--- config.mk ---
export PLATFORM = sky130hd
export DESIGN_NAME = secded_hamming_codec_30bit_core
export DESIGN_NICKNAME = d
export VERILOG_FILES = /design/src/hdl/shc_pkg.sv /design/src/hdl/shc_enc.sv /design/src/hdl/shc_dec.sv /design/src/hdl/secded_hamming_codec_30bit_core.sv
export SDC_FILE = /design/constraint.sdc
export NUM_CORES = 1
export LEC_CHECK = 0
export BUFFER_PORTS_ARGS = -buffer_cell sky130_fd_sc_hd__buf_2
export CORE_UTILIZATION = 50
export CTS_CLUSTER_SIZE = 30
export DETAILED_ROUTE_END_ITERATION = 10
export PLACE_DENSITY = 0.76
export SETUP_SLACK_MARGIN = 0.05
export SLEW_MARGIN = 20
export SYNTH_ARGS = -nofsm -noshare
export SYNTH_HDL_FRONTEND = slang
export SYNTH_SLANG_ARGS = --single-unit
--- constraint.sdc ---
create_clock -name clk -period 4.66 [get_ports clk]
set_input_delay 0.233 -clock clk [delete_from_list [all_inputs] [get_ports clk]]
set_output_delay 0.233 -clock clk [all_outputs]
set_load 0.02 [all_outputs]
--- src/hdl/shc_pkg.sv ---
package shc_pkg;

	localparam int WORD_W = 40;
	localparam int DATA_W = 30;
	localparam int SYN_W  = 6;

	typedef logic [WORD_W-1:0] word_t;
	typedef logic [DATA_W-1:0] data_t;
	typedef logic [SYN_W-1:0]  syn_t;

	typedef enum logic [1:0] {
		ST_OK     = 2'd0,
		ST_CORR   = 2'd1,
		ST_UNCORR = 2'd2
	} status_t;

	localparam logic KIND_ENC = 1'b0;
	localparam logic KIND_DEC = 1'b1;

	// positions 3, 5 and 6 are reserved
	localparam word_t RESERVED_CLEAR = 40'hE9_FFFF_FFFF;

	// word bits whose code position (1..39) has bit k set
	function automatic word_t cover_mask(input int k);
		word_t m;
		m = '0;
		for (int p = 1; p < WORD_W; p++) begin
			if (((p >> k) & 1) != 0) begin
				m[WORD_W-1-p] = 1'b1;
			end
		end
		return m;
	endfunction

	function automatic word_t place_data(input data_t d);
		word_t w;
		w = '0;
		w[6:0]   = d[6:0];
		w[22:8]  = d[21:7];
		w[30:24] = d[28:22];
		w[32]    = d[29];
		return w;
	endfunction

	function automatic data_t take_data(input word_t w);
		data_t d;
		d[6:0]   = w[6:0];
		d[21:7]  = w[22:8];
		d[28:22] = w[30:24];
		d[29]    = w[32];
		return d;
	endfunction

endpackage

--- src/hdl/shc_enc.sv ---
module shc_enc
	import shc_pkg::*;
(
	input  data_t data,
	output word_t codeword
);

	word_t placed;
	word_t with_par;
	syn_t  par;

	assign placed = place_data(data);

	// parity positions are never covered by another parity group
	always_comb begin
		with_par = placed;
		for (int k = 0; k < SYN_W; k++) begin
			par[k] = ^(placed & cover_mask(k));
			with_par[WORD_W-1-(1 << k)] = par[k];
		end
	end

	always_comb begin
		codeword = with_par;
		codeword[WORD_W-1] = ^with_par;
	end

endmodule

--- src/hdl/shc_dec.sv ---
module shc_dec
	import shc_pkg::*;
(
	input  word_t   codeword_rx,
	output word_t   codeword_fix,
	output data_t   data,
	output status_t status
);

	word_t r;
	word_t flip;
	syn_t  syn;
	logic  overall;

	assign r       = codeword_rx & RESERVED_CLEAR;
	assign overall = ^r;

	always_comb begin
		for (int k = 0; k < SYN_W; k++) begin
			syn[k] = ^(r & cover_mask(k));
		end
	end

	// syndrome of 40 or more matches no bit
	always_comb begin
		for (int i = 0; i < WORD_W; i++) begin
			flip[i] = (syn == SYN_W'(WORD_W - 1 - i));
		end
	end

	always_comb begin
		codeword_fix = r;
		status       = ST_OK;
		if (syn != '0) begin
			if (!overall) begin
				status = ST_UNCORR;
			end else begin
				status       = ST_CORR;
				codeword_fix = r ^ flip;
			end
		end
	end

	assign data = take_data(codeword_fix);

endmodule

--- src/hdl/secded_hamming_codec_30bit_core.sv ---
// SECDED codec for a 40-bit word carrying 30 data bits.
// Input channel: a beat is taken on a rising edge with start high and busy
// low. kind selects encode of data_in or check/correct of codeword_in.
// busy stays low: a new beat may be issued every cycle.
// Output channel: done is high for one cycle with codeword_out, data_out and
// status valid in that cycle. There is no backpressure; the receiver must
// take each beat in the cycle it is shown.
// Path: an input register, one level of parity trees, a result register;
// done is registered alongside the results.
// Throughput: one beat per cycle, set by the single register-to-register
// pass through the parity trees.
// status: 0 clean, 1 single error corrected, 2 uncorrectable double error.
// Reset clears the valid pipeline, so no done is raised for anything in
// flight; result payload is not reset.
module secded_hamming_codec_30bit_core
	import shc_pkg::*;
(
	input  logic        clk,
	input  logic        arst_n,
	input  logic        start,
	output logic        busy,
	input  logic        kind,
	input  logic [29:0] data_in,
	input  logic [39:0] codeword_in,
	output logic        done,
	output logic [39:0] codeword_out,
	output logic [29:0] data_out,
	output logic [1:0]  status
);

	logic    valid_s1;
	logic    kind_s1;
	data_t   data_s1;
	word_t   cw_s1;

	word_t   enc_cw;
	word_t   dec_cw;
	data_t   dec_data;
	status_t dec_status;

	assign busy = 1'b0;

	always_ff @(posedge clk or negedge arst_n) begin
		if (!arst_n) begin
			valid_s1 <= 1'b0;
		end else begin
			valid_s1 <= start && !busy;
		end
	end

	always_ff @(posedge clk) begin
		if (start && !busy) begin
			kind_s1 <= kind;
			data_s1 <= data_in;
			cw_s1   <= codeword_in;
		end
	end

	shc_enc u_enc (
		.data     (data_s1),
		.codeword (enc_cw)
	);

	shc_dec u_dec (
		.codeword_rx  (cw_s1),
		.codeword_fix (dec_cw),
		.data         (dec_data),
		.status       (dec_status)
	);

	always_ff @(posedge clk or negedge arst_n) begin
		if (!arst_n) begin
			done <= 1'b0;
		end else begin
			done <= valid_s1;
		end
	end

	always_ff @(posedge clk) begin
		if (valid_s1) begin
			if (kind_s1 == KIND_ENC) begin
				codeword_out <= enc_cw;
				data_out     <= data_s1;
				status       <= ST_OK;
			end else begin
				codeword_out <= dec_cw;
				data_out     <= dec_data;
				status       <= dec_status;
			end
		end
	end

	a_beat_done: assert property (@(posedge clk) disable iff (!arst_n)
		start && !busy |=> ##1 done)
		else $error("accepted beat did not produce done");

	a_enc_clean: assert property (@(posedge clk) disable iff (!arst_n)
		start && !busy && kind == KIND_ENC |=> ##1 status == ST_OK)
		else $error("encode reported an error status");

	a_enc_parity: assert property (@(posedge clk) disable iff (!arst_n)
		start && !busy && kind == KIND_ENC |=> ##1
		(^codeword_out == 1'b0) && ((codeword_out & ~RESERVED_CLEAR) == '0))
		else $error("encoded word has odd parity or reserved bits set");

	a_enc_echo: assert property (@(posedge clk) disable iff (!arst_n)
		start && !busy && kind == KIND_ENC |-> ##2 data_out == $past(data_in, 2))
		else $error("encode did not echo data_in");

endmodule

# [Yosys cells after proc, flatten, opt, wreduce, memory -nomap -nowiden]
# Index checks and enable logic that the tools add are counted.
[totals] word_cells=72 regBits=145 output_inout_bits=74 inputBits=74
[op_classes] eq_ne=39 n_bitwise=1 n_reduce_logical=18 mux=5
[ops] cell="XOR reduction 40 bit" n=14
[ops] cell="2-to-1 mux 40 bit" n=3
[ops] cell="equality test 6 x 5 -> 1 bit (second input constant)" n=16
[ops] cell="equality test 6 x 4 -> 1 bit (second input constant)" n=8
[ops] cell="equality test 6 bit (second input constant)" n=8
[ops] cell="XOR 40 bit" n=1
[ops] cell="2-to-1 mux 30 bit" n=1
[ops] cell="equality test 6 x 3 -> 1 bit (second input constant)" n=4
[ops] cell="equality test 6 x 2 -> 1 bit (second input constant)" n=2
[ops] cell="equality test 6 x 1 -> 1 bit (second input constant)" n=1
[ops] cell="logical NOT 6 bit" n=1
[ops] cell="nonzero test 6 bit" n=1
[ops] cell="AND reduction 3 bit" n=1
[ops] cell="2-to-1 mux 2 bit" n=1
[ops] cell="AND reduction 2 bit" n=1

# [Logic depth before layout (Yosys ltp)]
[depth] ltp_word=6 mapped_depth=9 depth_no_buf=7

# [Hierarchy]
# From an unflattened synthesis, not the netlist that was laid out.
[hier_totals] cells_unflattened=519 hier_area_um2=8095.3
[modules_own_cells] module="secded_hamming_codec_30bit_core" seq_area_each_um2=4344.2 cells_per_inst=227 instances=1 area_each_um2=5557.8
[modules_own_cells] module="shc_dec" seq_area_each_um2=0.0 cells_per_inst=204 instances=1 area_each_um2=1741.7
[modules_own_cells] module="shc_enc" seq_area_each_um2=0.0 cells_per_inst=88 instances=1 area_each_um2=795.8

# [Least setup slack after synthesis]
# OpenSTA, ideal clock, no wires.
[synth_path] path_kind="register -> register" startpoint="register cw_s1[16]" endpoint="register codeword_out[37] (data pin)" path_stages_with_launch=10 path_slack_ns=1.700 n_path_buf=2 t_required_ns=4.508 arrival_time_ns=2.809 synth_period_minus_slack_ns=2.960 setup_time_ns=0.152 path_cell_list="edfxtp_1 -> xnor3_2 -> xnor2_2 -> xnor3_2 -> or3_1 -> and2_4 -> buf_6 -> buf_6 -> or4_1 -> a31oi_1"
[synth_via] elab_chain_cells=6 word_cells_on_any_way=11 classes_between="eq/ne (1); mux (3); bitwise (1); reduce/logical (6)"
[synth_rtl] element="start: declaration" line="secded_hamming_codec_30bit_core.sv:34" source="word_t cw_s1;"
[synth_rtl] element="start signal: assignment" line="secded_hamming_codec_30bit_core.sv:55" source="cw_s1 <= codeword_in;"
[synth_rtl] element="XOR reduction 40 bit" line="shc_dec.sv:20" source="syn[k] = ^(r & cover_mask(k));"
[synth_rtl] element="equality test 6 x 2 -> 1 bit" line="shc_dec.sv:27" source="flip[i] = (syn == SYN_W'(WORD_W - 1 - i));"
[synth_rtl] element="XOR 40 bit" line="shc_dec.sv:39" source="codeword_fix = r ^ flip;"
[synth_rtl] element="2-to-1 mux 40 bit" line="shc_dec.sv:35" source="if (!overall) begin"
[synth_rtl] element="2-to-1 mux 40 bit (*)" line="shc_dec.sv:34" source="if (syn != '0) begin"
[synth_rtl] element="2-to-1 mux 40 bit (*)" line="secded_hamming_codec_30bit_core.sv:81" source="if (kind_s1 == KIND_ENC) begin"
[synth_rtl] element="end signal: assignment" line="secded_hamming_codec_30bit_core.sv:82" source="codeword_out <= enc_cw;"
[synth_rtl] element="end signal: assignment" line="secded_hamming_codec_30bit_core.sv:86" source="codeword_out <= dec_cw;"
[synth_rtl] element="end: declaration" line="secded_hamming_codec_30bit_core.sv:26" source="output logic [39:0] codeword_out,"
# Every way passes the cells marked *; elsewhere a longest branch is shown, timed or not.
# A chain may end at the register's enable or synchronous reset.

# [Worst setup path after layout]
[layout_path] startpoint="register cw_s1[1]" endpoint="register codeword_out[6] (data pin)"
[layout_via] elab_chain_cells=6 word_cells_on_any_way=10 classes_between="eq/ne (1); mux (3); bitwise (1); reduce/logical (5)"
[layout_rtl] element="XOR reduction 40 bit" line="shc_dec.sv:20"
[layout_rtl] element="equality test 6 bit" line="shc_dec.sv:27"
[layout_rtl] element="XOR 40 bit" line="shc_dec.sv:39"
[layout_rtl] element="2-to-1 mux 40 bit" line="shc_dec.sv:35"
[layout_rtl] element="2-to-1 mux 40 bit (*)" line="shc_dec.sv:34"
[layout_rtl] element="2-to-1 mux 40 bit (*)" line="secded_hamming_codec_30bit_core.sv:81"
# Marks and branches as above.

==> results.cfg <==
[timing]
finalSetupViolCount = 0
layout_min_cycle_time_ns = 3.41
fin_worst_skew_ns = 0.0119
slew_viol_final = 0
rsz0062_at_grt = false
fin_crit_sh = 0.732
max_freq_mhz = 293
setup_tns_ns = 0
worst_slack_ns = 1.25
worst_pin_slew_ns = 0.909
maxSlewHeadroom = 0.394
hold_violations = 0

[yosys]
synthCells = 474
synth_seq_cells = 112
synthFlopType = edfxtp_1
ys_seq_area_frac = 0.565
synth_edf_count = 110
syn_area_sq_mm = 0.00594
synth_warnings = 0
syn_avg_cell_area_sq_um = 12.5
syn_nets = 548
ys_types = 33
synthArstFlopShare = 0.0179

[worst_setup_path]
critPathKind = reg2reg
critical_path.max_fanout = 11
crit_required_ns = 4.81
start_kind = flop
cp-end-kind = flop
critical_path_arrival_ns = 3.56
regToRegSetupSlack_ns = 1.25

[die]
core_area_sq_mm = 0.0115
start_util = 0.515
die-area_sq_mm = 0.0123
die_w_um = 111
die_h_um = 111
boundaryPins = 148
fp-row-count = 39

[detailed_routing]
wire_per_inst_um = 18.0
ant_nets = 0
drt-initial-drc-count = 401
drc = 18
drt_wl_total_um = 13200
avgViaCountPerCell = 5.64
dr.pass1.iters = 8
num_vias = 4124

[min_path]
hold_class = in2reg

[clock_tree]
clk_pin_slew_ns = 0.07
cts_tree = yes
clk_latency_ns = 0.36
cts-root-buf = clkbuf_16
htreeDepth = 3
clockBufferDepth = 2
clock_sinks = 112
numCtsBuffers = 9
post_cts_buffers = 0

[global_routing]
grt_pass1_vias = 3775
grt-ovfl-total = 0
grt_max_degree = 78
track_usage = 0.220
antenna_found_initial = 0
grt_first_pass_wirelength_um = 20400

[finish]
mostFrequentLayoutCell = buf_2
final_nets = 657
area_delta_synth_final_pct = 15.3
drive_gt1_frac = 0.286
antenna_cells = 0
utilization = 0.594
layout_common_cells = buf_2 (143), edfxtp_1 (110), xnor2_1 (99)

[placed_design]
io_buffers = 143
gp_congestion = 0.880
post-dp-hpwl_um = 9770
pre_cts_slack_ns = 1.34

[pwr]
power.density_mw_per_mm2 = 560
power_leakage_nw = 2.46
ir_drop_uv = 333

[outcome]
violations = design-rule violations
outcome = finished, violations left

[run]
drv_cap = 0
-- Yosys cell counts (all sizes together), types with 2 or more instances --
cell type  number  share of area
or4            17          0.022
a211o           3         0.0046
o21ai          22          0.019
nand2           9         0.0057
dfrtp           2         0.0084
edfxtp        110           0.56
nor4bb          2         0.0034
buf            33          0.043
xnor3           4          0.016
nand3           4         0.0034
nor3            3         0.0025
xnor2         100           0.15
a31oi          36          0.038
a21oi           2         0.0017
o211ai          4         0.0051
nor2           39          0.025
clkbuf         15         0.0095
xor2           22          0.032
or3            21          0.022
o31ai          17          0.022
-- critical path, stage by stage (launching register included) --
cell and delay (ns):
edfxtp_1 0.47, xor2_1 0.19, xnor2_1 0.38, xor3_1 0.54, xor2_1 0.37, nand2_1 0.38
or4_1 0.59, a31oi_1 0.29
-- cell type report --
| type | instances | area (sq um) |
|---|---|---|
| multi-input combinational | 313 | 2270 |
| timing repair buffer | 146 | 741 |
| clock buffer | 9 | 225 |
| inverter | 1 | 3.75 |
| tap | 143 | 179 |
| fill | 917 | 4670 |
| clock inverter | 7 | 70.1 |
| sequential | 112 | 3350 |
-- through the flow --
| step | cell area (sq um) | power, mW | cells | hold slack [ns] |
|---|---|---|---|---|
| 2_1_floorplan | 5940 | 2.65 | 474 | -0.0626 |
| 3_3_place_gp | 6540 | 3.00 | 714 | 0.0167 |
| 3_5_place_dp | 6540 | 3.05 | 714 | 0.0182 |
| 4_1_cts | 6840 | 3.82 | 731 | 0.0327 |
| 5_1_grt | 6840 | 4.04 | 731 | 0.0284 |
| 6_report | 6840 | 3.83 | 731 | 0.0439 |
-- layer usage --
layer	global-route usage	vias to the layer above	wire length, um
li1	-	1940	-
met1	0.305	1937	5660
met2	0.351	236	6220
met3	0.0508	11	1160
met4	0.0557	0	134
met5	0	-	0
-- cell families after synthesis --
family,count (synthesis),synth area share
simple gates,99,0.0881
buf+inv,49,0.0531
flops,112,0.565
xor+xnor,127,0.201
other cells,1,0.000632
compound gates,86,0.0923
-- flip-flops by register name, summed over array words and instances, names as in the netlist --
register,count
status,2
done,1
cw_s1,37
valid_s1,1
codeword_out,40
kind_s1,1
data_s1,30
-- timing repair --
| action | 4_1_cts | 5_1_grt |
|---|---|---|
| hold buffers | 1 | 0 |
| hold endpoints to repair | 2 | 0 |
| resized for setup | 0 | 0 |
-- power breakdown --
part	total (mW)	switching (mW)	internal [mW]
registers	1.35	0.0893	1.26
clock network	0.763	0.346	0.418
logic	1.72	1.16	0.560
total	3.83	1.60	2.24
-- worst paths after layout --
| check | end | startpoint | cells past startpoint |
|---|---|---|---|
| worst min register to register | codeword_out[39] | cw_s1[39] | 2 |
| worst max-delay path | codeword_out[6] | cw_s1[1] | 7 |
| worst max register to register | codeword_out[6] | cw_s1[1] | 7 |
| worst min-delay path | cw_s1[25] | codeword_in[25] | 1 |
| max in group asynchronous | valid_s1 | arst_n | 2 |
| min in group asynchronous | valid_s1 | arst_n | 2 |
No activity file was read; power rests on OpenSTA's default activity.
